### src/msq_pkg.sv
// msq_pkg: request/response types, codes and widths for the multicast subscriber queue.
// Used by msq_cfg and multicast_subscriber_queue; no dependencies.
package msq_pkg;

    localparam int OP_W     = 3;
    localparam int SUB_W    = 4;
    localparam int MSG_W    = 32;
    localparam int STATUS_W = 3;
    localparam int AVAIL_W  = 5;
    localparam int CAP_W    = 5;
    localparam int APB_DW   = 32;
    localparam int PADDR_W  = 3;

    localparam logic [CAP_W-1:0]     CAP_RESET    = 5'd16;
    localparam logic [PADDR_W-3:0]   REG_CAPACITY = 1'b0;

    typedef enum logic [OP_W-1:0] {
        OP_SUBSCRIBE   = 3'd0,
        OP_UNSUBSCRIBE = 3'd1,
        OP_GET         = 3'd2,
        OP_PUT         = 3'd3,
        OP_COUNT       = 3'd4,
        OP_REMOVE      = 3'd5
    } op_t;

    typedef enum logic [STATUS_W-1:0] {
        ST_OK        = 3'd0,
        ST_ALREADY   = 3'd1,
        ST_NOT_SUB   = 3'd2,
        ST_EMPTY     = 3'd3,
        ST_FULL      = 3'd4,
        ST_NOT_FOUND = 3'd5,
        ST_DROPPED   = 3'd6
    } status_t;

    typedef enum logic [3:0] {
        S_IDLE,
        S_DECODE,
        S_GET_PTR,
        S_GET_DATA,
        S_COUNT,
        S_FIND_RD,
        S_FIND_CMP,
        S_SHIFT_RD,
        S_SHIFT_WR,
        S_ADJ_RD,
        S_ADJ_WR,
        S_SCAN_RD,
        S_SCAN_CHK,
        S_HEAD,
        S_DONE
    } state_t;

    typedef struct packed {
        logic [OP_W-1:0]  op;
        logic [SUB_W-1:0] subscriber;
        logic [MSG_W-1:0] message;
    } req_t;

    typedef struct packed {
        logic [STATUS_W-1:0] status;
        logic [MSG_W-1:0]    data;
        logic [AVAIL_W-1:0]  available;
    } rsp_t;

endpackage

### src/msq_cfg.sv
// msq_cfg: APB-style register port holding the capacity register.
// Depends on msq_pkg.
module msq_cfg (
    input  logic                         clk,
    input  logic                         rst_n,
    input  logic                         psel,
    input  logic                         penable,
    input  logic                         pwrite,
    input  logic [msq_pkg::PADDR_W-1:0]  paddr,
    input  logic [msq_pkg::APB_DW-1:0]   pwdata,
    output logic [msq_pkg::APB_DW-1:0]   prdata,
    output logic                         pready,
    output logic [msq_pkg::CAP_W-1:0]    capacity
);
    import msq_pkg::*;

    logic [CAP_W-1:0] cap_reg;
    logic [CAP_W-1:0] cap_next;
    logic             hit;

    assign hit    = (paddr[PADDR_W-1:2] == REG_CAPACITY);
    assign pready = 1'b1;

    always_comb
    begin
        cap_next = cap_reg;
        if (psel && penable && pwrite && hit)
        begin
            cap_next = pwdata[CAP_W-1:0];
        end
    end

    always_ff @(posedge clk or negedge rst_n)
    begin
        if (!rst_n)
        begin
            cap_reg <= CAP_RESET;
        end
        else
        begin
            cap_reg <= cap_next;
        end
    end

    assign prdata   = hit ? APB_DW'(cap_reg) : '0;
    assign capacity = cap_reg;

endmodule

### src/multicast_subscriber_queue.sv
// multicast_subscriber_queue: broadcast queue with a read pointer per subscriber.
// Depends on msq_pkg and msq_cfg.
//
//   channel | direction | handshake             | payload
//   req     | in        | req_valid / req_ready | msq_pkg::req_t (op, subscriber, message)
//   rsp     | out       | rsp_valid / rsp_ready | msq_pkg::rsp_t (status, data, available)
//   apb     | in        | psel/penable, pready  | paddr, pwdata, prdata (capacity register)
//
// One request at a time; req_ready is high only in idle. Put, rejected and unknown
// requests go from decode straight to done; count and empty get first read the
// subscriber pointer; subscribe, unsubscribe and get end with a head rescan through the
// pointer memory read port. Remove searches the queue and, if found, does compaction,
// pointer fix-up and rescan. Reset clears control state only. A waiting response holds
// the next request in its done state; it does not block acceptance.
module multicast_subscriber_queue #(
    parameter int DEPTH       = 16,
    parameter int SUBSCRIBERS = 16,
    parameter int DATA_WIDTH  = 32
) (
    input  logic                         clk,
    input  logic                         rst_n,
    input  logic                         req_valid,
    output logic                         req_ready,
    input  msq_pkg::req_t                req,
    output logic                         rsp_valid,
    input  logic                         rsp_ready,
    output msq_pkg::rsp_t                rsp,
    input  logic                         psel,
    input  logic                         penable,
    input  logic                         pwrite,
    input  logic [msq_pkg::PADDR_W-1:0]  paddr,
    input  logic [msq_pkg::APB_DW-1:0]   pwdata,
    output logic [msq_pkg::APB_DW-1:0]   prdata,
    output logic                         pready
);
    import msq_pkg::*;

    localparam int SEQ_MOD = 2 * DEPTH;
    localparam int PW      = $clog2(SEQ_MOD);
    localparam int IW      = $clog2(DEPTH);
    localparam int SW      = (SUBSCRIBERS > 1) ? $clog2(SUBSCRIBERS) : 1;
    localparam int SCW     = $clog2(SUBSCRIBERS + 1);
    localparam int DW      = DATA_WIDTH;

    function automatic logic [IW-1:0] idx_of(input logic [PW-1:0] p);
        logic [PW-1:0] r;
        r = (p >= PW'(DEPTH)) ? p - PW'(DEPTH) : p;
        return r[IW-1:0];
    endfunction

    function automatic logic [PW-1:0] seq_inc(input logic [PW-1:0] p);
        return (p == PW'(SEQ_MOD - 1)) ? '0 : p + PW'(1);
    endfunction

    function automatic logic [PW-1:0] seq_dec(input logic [PW-1:0] p);
        return (p == '0) ? PW'(SEQ_MOD - 1) : p - PW'(1);
    endfunction

    logic [CAP_W-1:0] capacity;

    msq_cfg u_cfg (
        .clk      (clk),
        .rst_n    (rst_n),
        .psel     (psel),
        .penable  (penable),
        .pwrite   (pwrite),
        .paddr    (paddr),
        .pwdata   (pwdata),
        .prdata   (prdata),
        .pready   (pready),
        .capacity (capacity)
    );

    // control state
    state_t                 state_reg, state_next;
    logic [PW-1:0]          head_reg, head_next;
    logic [PW-1:0]          tail_reg, tail_next;
    logic [SUBSCRIBERS-1:0] active_reg, active_next;
    logic                   rsp_valid_reg, rsp_valid_next;

    // working registers
    req_t                   req_reg, req_next;
    status_t                status_reg, status_next;
    logic [MSG_W-1:0]       data_reg, data_next;
    logic [AVAIL_W-1:0]     avail_reg, avail_next;
    logic [PW-1:0]          far_reg, far_next;
    logic [SCW-1:0]         scnt_reg, scnt_next;
    logic [PW-1:0]          k_reg, k_next;
    logic [PW-1:0]          found_reg, found_next;
    logic [PW-1:0]          occ_reg, occ_next;
    logic [PW-1:0]          ptr_reg, ptr_next;
    rsp_t                   rsp_reg, rsp_next;

    // message and pointer memories
    logic [DW-1:0]          ent_mem [DEPTH];
    logic [DW-1:0]          ent_rdata_reg;
    logic                   ent_we;
    logic [IW-1:0]          ent_waddr, ent_raddr;
    logic [DW-1:0]          ent_wdata;

    logic [PW-1:0]          rp_mem [SUBSCRIBERS];
    logic [PW-1:0]          rp_rdata_reg;
    logic                   rp_we;
    logic [SW-1:0]          rp_waddr, rp_raddr;
    logic [PW-1:0]          rp_wdata;

    always_ff @(posedge clk)
    begin
        if (ent_we)
        begin
            ent_mem[ent_waddr] <= ent_wdata;
        end
        ent_rdata_reg <= ent_mem[ent_raddr];
    end

    always_ff @(posedge clk)
    begin
        if (rp_we)
        begin
            rp_mem[rp_waddr] <= rp_wdata;
        end
        rp_rdata_reg <= rp_mem[rp_raddr];
    end

    // shared modular distance unit: (dist_to - dist_from) mod SEQ_MOD
    logic [PW-1:0] dist_from, dist_to, dist_out;
    logic [PW:0]   dist_raw;

    always_comb
    begin
        dist_from = head_reg;
        dist_to   = tail_reg;
        unique case (state_reg)
            S_GET_PTR,
            S_COUNT,
            S_SCAN_CHK:
            begin
                dist_from = rp_rdata_reg;
            end
            S_ADJ_WR:
            begin
                dist_to = rp_rdata_reg;
            end
            S_HEAD:
            begin
                dist_from = far_reg;
            end
            default:
            begin
            end
        endcase
        dist_raw = {1'b0, dist_to} - {1'b0, dist_from};
        if (dist_to < dist_from)
        begin
            dist_raw = dist_raw + (PW+1)'(SEQ_MOD);
        end
        dist_out = dist_raw[PW-1:0];
    end

    logic [SW-1:0]  sub_idx;
    logic           sub_ok;
    logic [SW-1:0]  scan_idx;
    logic [DW-1:0]  msg_cmp;
    logic           any_active;

    assign sub_idx    = SW'(req_reg.subscriber);
    assign sub_ok     = (32'(req_reg.subscriber) < 32'(SUBSCRIBERS));
    assign scan_idx   = scnt_reg[SW-1:0];
    assign msg_cmp    = DW'(req_reg.message);
    assign any_active = |active_reg;

    assign req_ready = (state_reg == S_IDLE);
    assign rsp_valid = rsp_valid_reg;
    assign rsp       = rsp_reg;

    always_comb
    begin
        state_next     = state_reg;
        head_next      = head_reg;
        tail_next      = tail_reg;
        active_next    = active_reg;
        rsp_valid_next = rsp_valid_reg && !rsp_ready;
        req_next       = req_reg;
        status_next    = status_reg;
        data_next      = data_reg;
        avail_next     = avail_reg;
        far_next       = far_reg;
        scnt_next      = scnt_reg;
        k_next         = k_reg;
        found_next     = found_reg;
        occ_next       = occ_reg;
        ptr_next       = ptr_reg;
        rsp_next       = rsp_reg;
        ent_we         = 1'b0;
        ent_waddr      = idx_of(tail_reg);
        ent_wdata      = msg_cmp;
        ent_raddr      = idx_of(ptr_reg);
        rp_we          = 1'b0;
        rp_waddr       = sub_idx;
        rp_wdata       = tail_reg;
        rp_raddr       = sub_idx;

        unique case (state_reg)
            S_IDLE:
            begin
                if (req_valid)
                begin
                    req_next    = req;
                    status_next = ST_OK;
                    data_next   = '0;
                    avail_next  = '0;
                    state_next  = S_DECODE;
                end
            end

            S_DECODE:
            begin
                far_next  = '0;
                scnt_next = '0;
                case (req_reg.op)
                    OP_SUBSCRIBE:
                    begin
                        if (!sub_ok)
                        begin
                            status_next = ST_NOT_SUB;
                            state_next  = S_DONE;
                        end
                        else if (active_reg[sub_idx])
                        begin
                            status_next = ST_ALREADY;
                            state_next  = S_DONE;
                        end
                        else
                        begin
                            active_next[sub_idx] = 1'b1;
                            rp_we                = 1'b1;
                            state_next           = S_SCAN_RD;
                        end
                    end
                    OP_UNSUBSCRIBE:
                    begin
                        if (!sub_ok || !active_reg[sub_idx])
                        begin
                            status_next = ST_NOT_SUB;
                            state_next  = S_DONE;
                        end
                        else
                        begin
                            active_next[sub_idx] = 1'b0;
                            state_next           = S_SCAN_RD;
                        end
                    end
                    OP_GET,
                    OP_COUNT:
                    begin
                        if (!sub_ok || !active_reg[sub_idx])
                        begin
                            status_next = ST_NOT_SUB;
                            state_next  = S_DONE;
                        end
                        else
                        begin
                            state_next = (req_reg.op == OP_GET) ? S_GET_PTR : S_COUNT;
                        end
                    end
                    OP_PUT:
                    begin
                        state_next = S_DONE;
                        if (!any_active)
                        begin
                            status_next = ST_DROPPED;
                        end
                        else if ((32'(dist_out) >= 32'(capacity)) ||
                                 (32'(dist_out) >= 32'(DEPTH)))
                        begin
                            status_next = ST_FULL;
                        end
                        else
                        begin
                            ent_we    = 1'b1;
                            tail_next = seq_inc(tail_reg);
                        end
                    end
                    OP_REMOVE:
                    begin
                        occ_next   = dist_out;
                        ptr_next   = head_reg;
                        k_next     = '0;
                        state_next = S_FIND_RD;
                    end
                    default:
                    begin
                        state_next = S_DONE;
                    end
                endcase
            end

            S_GET_PTR:
            begin
                if (rp_rdata_reg == tail_reg)
                begin
                    status_next = ST_EMPTY;
                    state_next  = S_DONE;
                end
                else
                begin
                    ent_raddr  = idx_of(rp_rdata_reg);
                    rp_we      = 1'b1;
                    rp_wdata   = seq_inc(rp_rdata_reg);
                    state_next = S_GET_DATA;
                end
            end

            S_GET_DATA:
            begin
                data_next  = MSG_W'(ent_rdata_reg);
                state_next = S_SCAN_RD;
            end

            S_COUNT:
            begin
                avail_next = AVAIL_W'(dist_out);
                state_next = S_DONE;
            end

            S_FIND_RD:
            begin
                if (k_reg == occ_reg)
                begin
                    status_next = ST_NOT_FOUND;
                    state_next  = S_DONE;
                end
                else
                begin
                    state_next = S_FIND_CMP;
                end
            end

            S_FIND_CMP:
            begin
                if (ent_rdata_reg == msg_cmp)
                begin
                    found_next = k_reg;
                    state_next = S_SHIFT_RD;
                end
                else
                begin
                    k_next     = k_reg + PW'(1);
                    ptr_next   = seq_inc(ptr_reg);
                    state_next = S_FIND_RD;
                end
            end

            S_SHIFT_RD:
            begin
                if ((k_reg + PW'(1)) < occ_reg)
                begin
                    ent_raddr  = idx_of(seq_inc(ptr_reg));
                    state_next = S_SHIFT_WR;
                end
                else
                begin
                    scnt_next  = '0;
                    state_next = S_ADJ_RD;
                end
            end

            S_SHIFT_WR:
            begin
                ent_we     = 1'b1;
                ent_waddr  = idx_of(ptr_reg);
                ent_wdata  = ent_rdata_reg;
                ptr_next   = seq_inc(ptr_reg);
                k_next     = k_reg + PW'(1);
                state_next = S_SHIFT_RD;
            end

            S_ADJ_RD:
            begin
                if (scnt_reg == SCW'(SUBSCRIBERS))
                begin
                    tail_next  = seq_dec(tail_reg);
                    scnt_next  = '0;
                    far_next   = '0;
                    state_next = S_SCAN_RD;
                end
                else
                begin
                    rp_raddr   = scan_idx;
                    state_next = S_ADJ_WR;
                end
            end

            S_ADJ_WR:
            begin
                if (active_reg[scan_idx] && (dist_out > found_reg))
                begin
                    rp_we    = 1'b1;
                    rp_waddr = scan_idx;
                    rp_wdata = seq_dec(rp_rdata_reg);
                end
                scnt_next  = scnt_reg + SCW'(1);
                state_next = S_ADJ_RD;
            end

            S_SCAN_RD:
            begin
                if (scnt_reg == SCW'(SUBSCRIBERS))
                begin
                    state_next = S_HEAD;
                end
                else
                begin
                    rp_raddr   = scan_idx;
                    state_next = S_SCAN_CHK;
                end
            end

            S_SCAN_CHK:
            begin
                if (active_reg[scan_idx] && (dist_out > far_reg))
                begin
                    far_next = dist_out;
                end
                scnt_next  = scnt_reg + SCW'(1);
                state_next = S_SCAN_RD;
            end

            S_HEAD:
            begin
                // tail - far
                head_next  = dist_out;
                state_next = S_DONE;
            end

            S_DONE:
            begin
                if (!rsp_valid_reg || rsp_ready)
                begin
                    rsp_next.status    = status_reg;
                    rsp_next.data      = data_reg;
                    rsp_next.available = avail_reg;
                    rsp_valid_next     = 1'b1;
                    state_next         = S_IDLE;
                end
            end

            default:
            begin
                state_next = S_IDLE;
            end
        endcase
    end

    always_ff @(posedge clk or negedge rst_n)
    begin
        if (!rst_n)
        begin
            state_reg     <= S_IDLE;
            head_reg      <= '0;
            tail_reg      <= '0;
            active_reg    <= '0;
            rsp_valid_reg <= 1'b0;
        end
        else
        begin
            state_reg     <= state_next;
            head_reg      <= head_next;
            tail_reg      <= tail_next;
            active_reg    <= active_next;
            rsp_valid_reg <= rsp_valid_next;
        end
    end

    always_ff @(posedge clk)
    begin
        req_reg    <= req_next;
        status_reg <= status_next;
        data_reg   <= data_next;
        avail_reg  <= avail_next;
        far_reg    <= far_next;
        scnt_reg   <= scnt_next;
        k_reg      <= k_next;
        found_reg  <= found_next;
        occ_reg    <= occ_next;
        ptr_reg    <= ptr_next;
        rsp_reg    <= rsp_next;
    end

endmodule

### config.mk
export PLATFORM = sky130hd
export DESIGN_NAME = multicast_subscriber_queue
export DESIGN_NICKNAME = d
export VERILOG_FILES = /design/src/msq_pkg.sv /design/src/msq_cfg.sv /design/src/multicast_subscriber_queue.sv
export SDC_FILE = /design/constraint.sdc
export NUM_CORES = 1
export LEC_CHECK = 0
export BUFFER_PORTS_ARGS = -buffer_cell sky130_fd_sc_hd__buf_2
export CAP_MARGIN = 15
export CORE_ASPECT_RATIO = 1.25
export CORE_MARGIN = 2
export CORE_UTILIZATION = 44
export CTS_BUF_LIST = sky130_fd_sc_hd__clkbuf_16
export DETAILED_ROUTE_END_ITERATION = 12
export PLACE_DENSITY = 0.57
export SETUP_SLACK_MARGIN = 0.2
export SLEW_MARGIN = 0
export SYNTH_ARGS = -nofsm -noshare
export SYNTH_HDL_FRONTEND = slang
export SYNTH_SLANG_ARGS = --single-unit
export TNS_END_PERCENT = 5
### constraint.sdc
create_clock -name clk -period 11.4 [get_ports clk]
set_clock_uncertainty 0.1 [all_clocks]
set_input_delay 1.14 -clock clk [delete_from_list [all_inputs] [get_ports clk]]
set_output_delay 1.14 -clock clk [all_outputs]
set_load 0.02 [all_outputs]
==> impl_results.md, run 1 <==
* Status: finished, final reports clean
* Synth area leader: edfxtp_1
* Crit-path leading delay family: simple AND/OR/NAND/NOR gates
* Max FFs per register at 512
* Internal at 6690 uW
* Critical-path top delay cell: dfrtp_1
* Initial antenna violation count at 5
* CTS tree: yes
* Critical Path, Cell by Cell: inv_1 > nor2_1 > nand2_1 > nor2_1 > a21oi_1 > ha_1 > fa_1 > nor2b_1 > o21a_1 > nor3_1 > o21a_1 > or2_2 > inv_1 > ha_1 > inv_1 > o221ai_1 > nor2b_1 > a31oi_1 > nor2_4 > buf_4
* Leak at 0.0134 uW
* Post-synth top area share at 63.5%
* Max VDD drop at 0.267 mV
* Distinct cells, synth at 89
* DRC violations left at 0
* Seq pwr share at 37.8%
* P_sw at 4330 uW
* Core Region at 78700 sq um
* Clk pin slew, worst setup/hold paths at 0.07 ns
* R2r setup slk at 4.69 ns
* Via Count at 23011
* Highest-count cells in the layout ignoring fill and taps: edfxtp_1 (741), nand3_1 (294), nand2_1 (224), o21ai_0 (218), nand4_1 (119)
* DP Worst Slack at 4.85 ns
* Vias in the first global route at 22903
* Worst path required time at 11.56 ns
* TritonRoute pass-1 iters at 6
* Max Freq at 149 MHz
* Pwr dens at 281 nW/um^2
* Synth area leaders: edfxtp_1 (64%), nand3_1 (4.2%), o21ai_0 (3.1%)
* Commonest non-fill, non-tap cell in the layout: edfxtp_1
* Avg WL per Cell at 25.7 um
* Dpl hpwl at 55100 um
* Slew @ Worst Pin at 1.03 ns
* #FFs+latches synth at 814
* Setup ws final at 4.69 ns
* Initial detailed-routing violation count at 2587
* Root Driver: clkbuf_16
* Fin nets at 2818
* PortBufs at 98
* Combinational share of power at 38.0%
* Async SR Flop Fraction at 4.42%
* Hold_buf cts at 0
* Sw Ratio at 39.3%
* # IOs at 156
* Setup-failing EPs final at 0
* Yosys warning count at 0
* Number of core rows at 115
* Final period util at 58.8%
* Largest net degree at the start of global routing at 173
* Drt total wl at 98300 um
* Post-route setup TNS at 0 ns
* ANT nets after route at 0
* Synth Area per Inst at 13.1 sq um
* Cells after synthesis at 2668
* Number of synthesized flops with an enable pin at 741
* CTS H-tree depth at 3
* Hold path depth at 0
* Gr ovfl total at 0
* Unrepaired setup endpoints after global routing: false
* Worst path depth at 20
* CP max stage delay at 0.75 ns
* Netlist Area Pre-Place at 35000 sq um
* Peak fanout along the critical path at 32
* Chip Width at 256 um
* Sink Count at 814
* Sequential cell area fraction in the yosys report at 68.2%
* Min cycle time layout at 6.71 ns
* Max-cap viol count at 0
* Arr. time, crit path at 6.87 ns
* Final Hold Fails at 0
* Average via count per standard cell at 6.02
* Synth Flop Type: edfxtp_1
* Layout cells sized above 1 at 14.0%
* Clock buffer depth at 3
* Number of setup buffers added after CTS at 0
* First-pass GRT wire length at 146000 um
* Clock Power Share at 24.2%
* WS Path Type: register to register
* Placer Congestion at 0.843
* Initial Utilization at 44.5%
* Headroom to the max-slew limit at 31.5%
* # diodes at 0
* Die height at 319 um
* Slew Limit Fails at 0
* Buf/Inv on CP at 4
* Post-CTS Resized at 0
* CP Capture Type: register
* CP Launch Type: register
* Area of the die at 81900 sq um
* TritonCTS buffer count at 81
* Most used cell, CP: inv_1
* Worst hold path class: register to register
* Layout area overhead at 11.9%
* R2R cell count at 20
* Clk Latency, worst-skew pair at 0.65 ns
* Fill count at 6792
* GR Util All Layers at 23.8%
==> power groups by stage <==
| stage | clock network, uW | logic (uW) | registers, uW |
|---|---|---|---|
| final | 2670 | 4180 | 4160 |
| after global routing | 2830 | 4570 | 4190 |
| after CTS | 2720 | 4180 | 4150 |
| after detailed placement | 0 | 4160 | 4220 |
| after global placement | 0 | 4080 | 4210 |
| after floorplan | 0 | 2890 | 4060 |
==> synth_stat cells (25+ instances only) <==
cell      instances
xor2_1           25
inv_1            42
buf_2            63
and2_1           39
nor2b_1          25
and3_1           40
edfxtp_1        741
ha_1             35
a21oi_1          85
mux4_2           26
nand3_1         294
dfrtp_1          35
dfxtp_1          37
nor2_1           86
a211oi_1         71
nand2_1         227
clkbuf_1        103
buf_4            38
xnor2_1          32
o21ai_0         219
nand4_1         119
==> routing by layer <==
| layer | global-route usage [%] | wire, um | up-vias |
|---|---|---|---|
| met5 | 0 | 15 | - |
| met3 | 3.48 | 6570 | 196 |
| met1 | 31.3 | 39600 | 11673 |
| met4 | 9.84 | 3670 | 4 |
| met2 | 39.8 | 48500 | 931 |
| li1 | - | - | 10207 |
==> area by class of cell <==
class | instances | area, sq um | area share (%)
Clock buffer | 83 | 2080 | 5.30
Clock inverter | 67 | 579 | 1.48
Inverter | 42 | 158 | 0.402
Multi-Input combinational cell | 1612 | 10200 | 26.2
Sequential cell | 814 | 23900 | 61.0
Tap cell | 1053 | 1320 | 3.36
Timing Repair Buffer | 150 | 910 | 2.32
==> worst paths after layout <==
check	startpoint	end
worst min register to register	avail_reg[0]$_SDFFCE_PN0P_	rsp[0]$_DFFE_PP_
max in group asynchronous	rst_n	asynchronous set/reset pin
worst max register to register	state_reg[3]$_DFFE_PN0P_	ent_mem[13][21]$_DFFE_PP_
min in group asynchronous	rst_n	head_reg[2]$_DFFE_PN0N_
worst min-delay path	avail_reg[0]$_SDFFCE_PN0P_	rsp[0]$_DFFE_PP_
worst max-delay path	state_reg[3]$_DFFE_PN0P_	ent_mem[13][21]$_DFFE_PP_
==> logic make-up (layout without fill, tap and decap cells) <==
logic type      Yosys count  count (layout)  share of synthesized area [%]
xor+xnor                 58              58                           1.47
fa+ha+maj                36              36                           1.31
simple gates            907             907                           13.1
flops                   814             814                           68.2
compound gates          516             516                           9.23
buf+inv                 268             342                           3.53
other cells               2              28                         0.0214
mux                      67              67                           3.13
==> stage by stage <==
step	total power, uW	cell area [sq um]	hold WS (ns)	utilization, %	std cells
floorplan	6950	35100	0.300	-	2694
detailed placement	8380	36500	0.305	46.4	3670
global placement	8290	36500	0.304	46.4	3670
global route	11600	39200	0.323	49.8	3821
finish	11000	39200	0.319	49.8	3821
CTS	11100	39200	0.320	49.8	3820
Note: power is estimated with default switching activity, not from simulation.
==> run 2: changes to the inputs <==
--- a/config.mk
+++ b/config.mk
@@ -12,7 +12,7 @@
 export CORE_UTILIZATION = 44
 export CTS_BUF_LIST = sky130_fd_sc_hd__clkbuf_16
 export DETAILED_ROUTE_END_ITERATION = 12
-export PLACE_DENSITY = 0.57
+export PLACE_DENSITY = 0.6
 export SETUP_SLACK_MARGIN = 0.2
 export SLEW_MARGIN = 0
 export SYNTH_ARGS = -nofsm -noshare
==> constraint.sdc (replaced) <==
create_clock -name clk -period 5.7 [get_ports clk]
set_clock_uncertainty 0.1 [all_clocks]
set_input_delay 0.57 -clock clk [delete_from_list [all_inputs] [get_ports clk]]
set_output_delay 0.57 -clock clk [all_outputs]
set_load 0.02 [all_outputs]
==> run 2 against run 1 <==
Sequential share of layout area is 1.4 points lower; die area stayed put; count of clock-buffer cells in the layout stayed put; global-route usage is 0.91 points lower; largest cell class unchanged; power is 100% higher; combinational power is 110% higher.
==> impl_results.md, run 2 (synthesized netlist as in run 1, its figures left out) <==
* Status: finished, final reports clean
* Number of core rows at 115 (unchanged)
* GR Util All Layers at 22.9% (-0.91 points)
* CTS tree: yes
* Fin nets at 2881 (+2.2%)
* Initial Utilization at 44.5% (unchanged)
* Setup-failing EPs final at 0 (unchanged)
* Max Freq at 188 MHz (+26%)
* Gr ovfl total at 0 (unchanged)
* Fill count at 6669 (-1.8%)
* Arr. time, crit path at 5.49 ns (-1.38 ns)
* CTS H-tree depth at 3 (unchanged)
* Highest-count cells in the layout ignoring fill and taps: edfxtp_1 (741), nand3_1 (293), nand2_1 (224), o21ai_0 (217), nand4_1 (119)
* Sink Count at 814 (unchanged)
* Number of setup buffers added after CTS at 0 (unchanged)
* Metal1 wirelength at 37700 um (-5.0%)
* Core Region at 78700 sq um (unchanged)
* Layout cells sized above 1 at 15.3% (+1.3 points)
* Drt total wl at 95300 um (-3.1%)
* Max-cap viol count at 0 (unchanged)
* Chip Width at 256 um (unchanged)
* Most used cell, CP: nor2_1
* Top Metal Used: met5
* Overall Power at 22100 uW (+100%)
* Die height at 319 um (unchanged)
* Slew @ Worst Pin at 1.13 ns (+0.101 ns)
* CP Capture Type: register
* Clock buffer depth at 3 (unchanged)
* Avg WL per Cell at 24.5 um (-4.6%)
* Leak at 0.0138 uW (+2.5%)
* Post-route cell area at 40100 sq um (+2.3%)
* Dpl hpwl at 57900 um (+5.1%)
* First-pass GRT wire length at 142000 um (-2.8%)
* ANT nets after route at 0 (unchanged)
* Max VDD drop at 0.563 mV (+110%)
* Pwr dens at 552 nW/um^2 (+96%)
* Critical Path, Cell by Cell: nand2b_1 > a21boi_0 > nor2_1 > a22oi_1 > nand2_1 > ha_1 > fa_1 > nor2b_1 > o21a_1 > nor3_1 > o21a_1 > or2_2 > inv_1 > ha_1 > and3_1 > nand3_1 > o211ai_2 > nor2_1 > buf_4 > a31oi_1 > nor2_1
* Worst hold path class: primary input to register
* DRC violations left at 0 (unchanged)
* Commonest non-fill, non-tap cell in the layout: edfxtp_1
* Critical-path top delay cell: dfrtp_2
* Max FFs per register at 512 (unchanged)
* Placer Congestion at 0.900 (+6.7%)
* TritonRoute pass-1 iters at 5 (-1)
* Finished Layout Cells at 3882 (+1.6%)
* Met3 wire len at 6630 um (+0.82%)
* Buf/Inv on CP at 2 (-2)
* Vias in the first global route at 22776 (-0.55%)
* Final period util at 93.2% (+34 points)
* CP max stage delay at 0.49 ns (-0.26 ns)
* # IOs at 156 (unchanged)
* Met2 routed WL at 46300 um (-4.5%)
* DP Area at 37000 sq um (+1.4%)
* PortBufs at 98 (unchanged)
* Initial antenna violation count at 2 (-3)
* Clk pin slew, worst setup/hold paths at 0.06 ns (about the same)
* Area of the die at 81900 sq um (unchanged)
* Root Driver: clkbuf_16
* Headroom to the max-slew limit at 24.5% (-7.0 points)
* Worst path required time at 5.88 ns (-5.68 ns)
* # diodes at 0 (unchanged)
* Unrepaired setup endpoints after global routing: true
* Min cycle time layout at 5.31 ns (-1.40 ns)
* Crit-path leading delay family: simple AND/OR/NAND/NOR gates
* Layout area overhead at 14.5%
* CP Launch Type: register
* Largest net degree at the start of global routing at 173 (unchanged)
* Clk Latency, worst-skew pair at 0.65 ns (about the same)
* Final Hold Fails at 0 (unchanged)
* TritonCTS buffer count at 81 (unchanged)
* Via Count at 23102 (+0.40%)
* Initial detailed-routing violation count at 2415 (-6.6%)
* Average via count per standard cell at 5.95 (-1.2%)
* Placed Cells at 3698 (+0.76%)
* Final core utilization at 50.9% (+1.1 points)
* Slew Limit Fails at 0 (unchanged)
* WS Path Type: register to register
* Peak fanout along the critical path at 12 (-63%)
run 2: metal layers:
layer | vias up | global-route usage (%)
met1 | 11589 | 29.4
li1 | 10343 | -
met5 | - | 0
met3 | 210 | 3.86
met2 | 958 | 37.5
met4 | 2 | 12.0
run 2: final timing paths:
kind / slack (ns) / depth (start not counted) / to / start
max in group asynchronous: 4.31 / 2 / state_reg[2]$_DFFE_PN0P_ / rst_n
worst max register to register: 0.39 / 21 / rp_mem[15][2]$_DFFE_PP_ / state_reg[2]$_DFFE_PN0P_
worst min-delay path: 0.07 / 1 / msg_cmp[1]$_DFFE_PP_ / req[1]
worst max-delay path: 0.39 / 21 / rp_mem[15][2]$_DFFE_PP_ / state_reg[2]$_DFFE_PN0P_
worst min register to register: 0.32 / 0 / rsp[20]$_DFFE_PP_ / data_reg[15]$_SDFFCE_PN0P_
min in group asynchronous: 0.52 / 2 / u_cfg.capacity[2]$_DFFE_PN0P_ / rst_n
run 2: layout make-up:
type,count,area (sq um),share of cell area [%]
Inverter,42,158,0.393
Clock buffer,83,2080,5.18
Timing Repair Buffer,213,1780,4.45
Clock inverter,65,459,1.15
Sequential cell,814,23900,59.6
Multi-Input combinational cell,1612,10400,25.9
Tap cell,1053,1320,3.29
run 2: per-stage QoR:
| stage | worst slack, ns | hold WS, ns | setup TNS [ns] |
|---|---|---|---|
| after global placement | 0.270 | 0.301 | 0 |
| after CTS | 0.189 | 0.0300 | 0 |
| after floorplan | -0.0965 | 0.174 | -6.17 |
| after detailed placement | 0.205 | 0.305 | 0 |
| final | 0.388 | 0.0677 | 0 |
| after global routing | 0.111 | 0.0510 | 0 |
run 2: repair_timing:
action                     CTS  global route
pin swaps                    0             1
resized for setup            1            31
hold endpoints to repair    62             0
hold buffers                35             0
setup endpoints to repair   31           542
run 2: report_power, final:
group	internal, uW	switching (uW)
Combinational	2830	5870
Sequential	7720	573
Clock	2870	2250
==> run 3: changes to the inputs <==
--- a/config.mk
+++ b/config.mk
@@ -17,5 +17,6 @@
 export SLEW_MARGIN = 0
 export SYNTH_ARGS = -nofsm -noshare
 export SYNTH_HDL_FRONTEND = slang
+export SYNTH_HIERARCHICAL = 1
 export SYNTH_SLANG_ARGS = --single-unit
 export TNS_END_PERCENT = 5
==> run 3 against run 2 <==
Cell area is 1.6% lower; via count is 9.0% lower; sequential share of layout area is 0.98 points higher; global-route usage is 0.60 points lower; critical path depth is 2 lower; count of clock-buffer cells in the layout stayed put; sequential cell count stayed put.
==> impl_results.md, run 3 <==
* Status: finished, final reports clean
* Clock buffer depth at 3 (unchanged)
* Average via count per standard cell at 5.85 (-1.6%)
* Area of the die at 79700 sq um (-2.6%)
* Clk pin slew, worst setup/hold paths at 0.06 ns (about the same)
* Layout cells sized above 1 at 17.5% (+2.2 points)
* PortBufs at 98 (unchanged)
* Cells after synthesis at 2359 (-12%)
* Chip Width at 253 um (-1.3%)
* Worst path required time at 5.87 ns (about the same)
* Clk Latency, worst-skew pair at 0.66 ns (about the same)
* # IOs at 156 (unchanged)
* Synth Flop Type: edfxtp_1
* Synth area leader: edfxtp_1
* TritonCTS buffer count at 83 (+2.5%)
* Highest-count cells in the layout ignoring fill and taps: edfxtp_1 (741), nand2_1 (263), buf_2 (98), mux2i_1 (96)
* Synth area leaders: edfxtp_1 (65%), nand2_1 (2.9%), mux2i_1 (2.9%)
* Largest net degree at the start of global routing at 129 (-25%)
* Seq pwr share at 38.7% (+1.2 points)
* CP Launch Type: register
* Fill count at 6434 (-3.5%)
* Clock Power Share at 24.7% (+1.5 points)
* First-pass GRT wire length at 132000 um (-7.4%)
* R2r setup slk at 0.44 ns (+0.05 ns)
* Synth Area per Inst at 14.4 sq um (+10%)
* Number of core rows at 114 (-0.87%)
* Vias in the first global route at 20890 (-8.3%)
* Arr. time, crit path at 5.44 ns (-0.05 ns)
* Drt total wl at 88500 um (-7.2%)
* Most common cell in the netlist: edfxtp_1
* Sequential cell area fraction in the yosys report at 70.1% (+1.9 points)
* CP Capture Type: register
* Avg WL per Cell at 24.6 um (+0.36%)
* Layout area overhead at 15.7%
* Initial antenna violation count at 3 (+1)
* Via Count at 21018 (-9.0%)
* Netlist Area Pre-Place at 34100 sq um (-2.7%)
* Distinct cells, synth at 84 (-5.6%)
* Leak at 0.0140 uW (+1.6%)
* Die height at 315 um (-1.3%)
* DRC violations left at 0 (unchanged)
* Synth cell count leaders: edfxtp_1 (741), nand2_1 (265), nor2_1 (109), mux2i_1 (99), clkbuf_1 (98)
* P_sw at 7970 uW (-8.4%)
* WS Path Type: register to register
* Slew Limit Fails at 0 (unchanged)
* Max-cap viol count at 0 (unchanged)
* Critical-path top delay cell: a221o_1
* Max FFs per register at 512 (unchanged)
* Post-route setup TNS at 0 ns (unchanged)
* Number of synthesized flops with an enable pin at 741 (unchanged)
* Post-synth top area share at 65.3% (+1.7 points)
* Final Hold Fails at 0 (unchanged)
* Initial detailed-routing violation count at 2128 (-12%)
* Unrepaired setup endpoints after global routing: true
* Max Freq at 190 MHz (+0.96%)
* Dpl hpwl at 55000 um (-5.0%)
* Internal at 13400 uW (-0.18%)
* Crit-path leading delay family: compound AO/OA/AOI/OAI gates
* Commonest non-fill, non-tap cell in the layout: edfxtp_1
* Pwr dens at 542 nW/um^2 (-1.8%)
* Hold slack at 0.0592 ns (-0.00846 ns)
* Worst hold path class: primary input to register
* Initial Utilization at 44.2% (-0.24 points)
* Slew @ Worst Pin at 1.23 ns (+0.105 ns)
* Max VDD drop at 0.406 mV (-28%)
* Buf/Inv on CP at 1 (-1)
* Root Driver: clkbuf_16
* Headroom to the max-slew limit at 17.4% (-7.2 points)
* GR Util All Layers at 22.3% (-0.60 points)
* Gr ovfl total at 0 (unchanged)
* #FFs+latches synth at 814 (unchanged)
* CTS H-tree depth at 3 (unchanged)
* Final period util at 92.3% (-0.89 points)
* CP max stage delay at 0.59 ns (+0.10 ns)
* Peak fanout along the critical path at 16 (+4)
* Async SR Flop Fraction at 4.42% (unchanged)
* Setup-failing EPs final at 0 (unchanged)
* TritonRoute pass-1 iters at 5 (unchanged)
* Yosys warning count at 6 (+6)
* Placer Congestion at 0.869 (-3.5%)
* # diodes at 0 (unchanged)
* ANT nets after route at 0 (unchanged)
* Combinational share of power at 36.6% (-2.7 points)
* Sink Count at 814 (unchanged)
* Core Region at 77000 sq um (-2.1%)
* Sw Ratio at 37.3% (-2.0 points)
* Fin nets at 2652 (-7.9%)
* CTS tree: yes
* Min cycle time layout at 5.26 ns (-0.0507 ns)
* Critical Path, Cell by Cell: nand2b_1 > a21boi_1 > nor2_2 > a22oi_1 > nand2_1 > ha_1 > fa_1 > nor2b_1 > o21a_1 > nor3_1 > o21a_1 > or2_2 > inv_1 > ha_1 > and3_1 > nand3_1 > o211ai_1 > a2111o_1 > a221o_1
[run 3: what timing repair did]
item	in CTS	in global routing
setup buffers	0	0
hold buffers	39	0
endpoints found under the hold margin	73	0
endpoints found under the setup margin	103	610
gates resized for setup	1	22
[run 3: path summary, 6_finish.rpt]
check | endpoint | start | depth (start not counted)
setup / recovery | rp_mem[12][1]$_DFFE_PP_ | state_reg[1]$_DFFE_PN0P_ | 19
hold / removal | u_cfg/capacity[1]$_DFFE_PN0P_ | pwdata[1] | 2
setup reg to reg | rp_mem[12][1]$_DFFE_PP_ | state_reg[1]$_DFFE_PN0P_ | 19
hold reg to reg | rsp[10]$_DFFE_PP_ | data_reg[5]$_SDFFCE_PN0P_ | 0
max in group asynchronous | state_reg[0]$_DFFE_PN0P_ | rst_n | 2
min in group asynchronous | asynchronous set/reset pin | rst_n | 2
[run 3: cell type report]
class,count,area (sq um),area share (%)
Multi-Input combinational cell,1368,9680,24.6
Sequential cell,814,23900,60.6
Clock buffer,83,2080,5.27
Timing Repair Buffer,230,1840,4.66
Tap cell,986,1230,3.13
Inverter,38,143,0.362
Clock inverter,72,567,1.44
[run 3: power by group through the flow]
stage | logic [uW] | clock network (uW) | registers (uW)
3_3_place_gp | 7600 | 0 | 8360
4_1_cts | 7790 | 5370 | 8260
2_1_floorplan | 5070 | 0 | 8090
5_1_grt | 8500 | 5620 | 8330
3_5_place_dp | 7730 | 0 | 8380
6_report | 7820 | 5280 | 8270
[run 3: routing by layer]
metal / track usage (%) / part of all wire (%) / routed length, um / vias to the layer above
met1: 29.4 / 41 / 36100 / 10617
met2: 37.4 / 49 / 43600 / 849
li1: - / - / - / 9374
met3: 3.45 / 6.5 / 5780 / 176
met5: 0 / 0.015 / 13 / -
met4: 8.54 / 3.3 / 2890 / 2
[run 3: metrics by stage]
step | cell area [sq um] | utilization [%] | total power, uW | setup WS, ns | cells
floorplan | 34200 | - | 13200 | -0.0236 | 2385
global placement | 36300 | 47.1 | 16000 | 0.298 | 3396
detailed placement | 36300 | 47.1 | 16100 | 0.216 | 3396
CTS | 39300 | 51.1 | 21400 | 0.214 | 3590
global route | 39400 | 51.2 | 22400 | 0.172 | 3591
finish | 39400 | 51.2 | 21400 | 0.439 | 3591
[run 3: cell families (layout without fill, tap and decap cells)]
logic type      after synthesis  after routing  synth area share, %
compound gates              403            403                 8.37
xor+xnor                     60             60                 1.54
simple gates                672            672                 9.67
mux                         169            169                 6.27
flops                       814            814                 70.1
fa+ha+maj                    36             36                 1.34
buf+inv                     203            423                 2.68
other cells                   2             28               0.0220
[run 3: worst reg2reg max path: cells and delay by family (launching register included)]
family          cells  cell delay [ns]
flops               1             0.48
fa+ha+maj           3             0.95
compound gates      7             2.16
buf+inv             1             0.09
simple gates        8             1.10
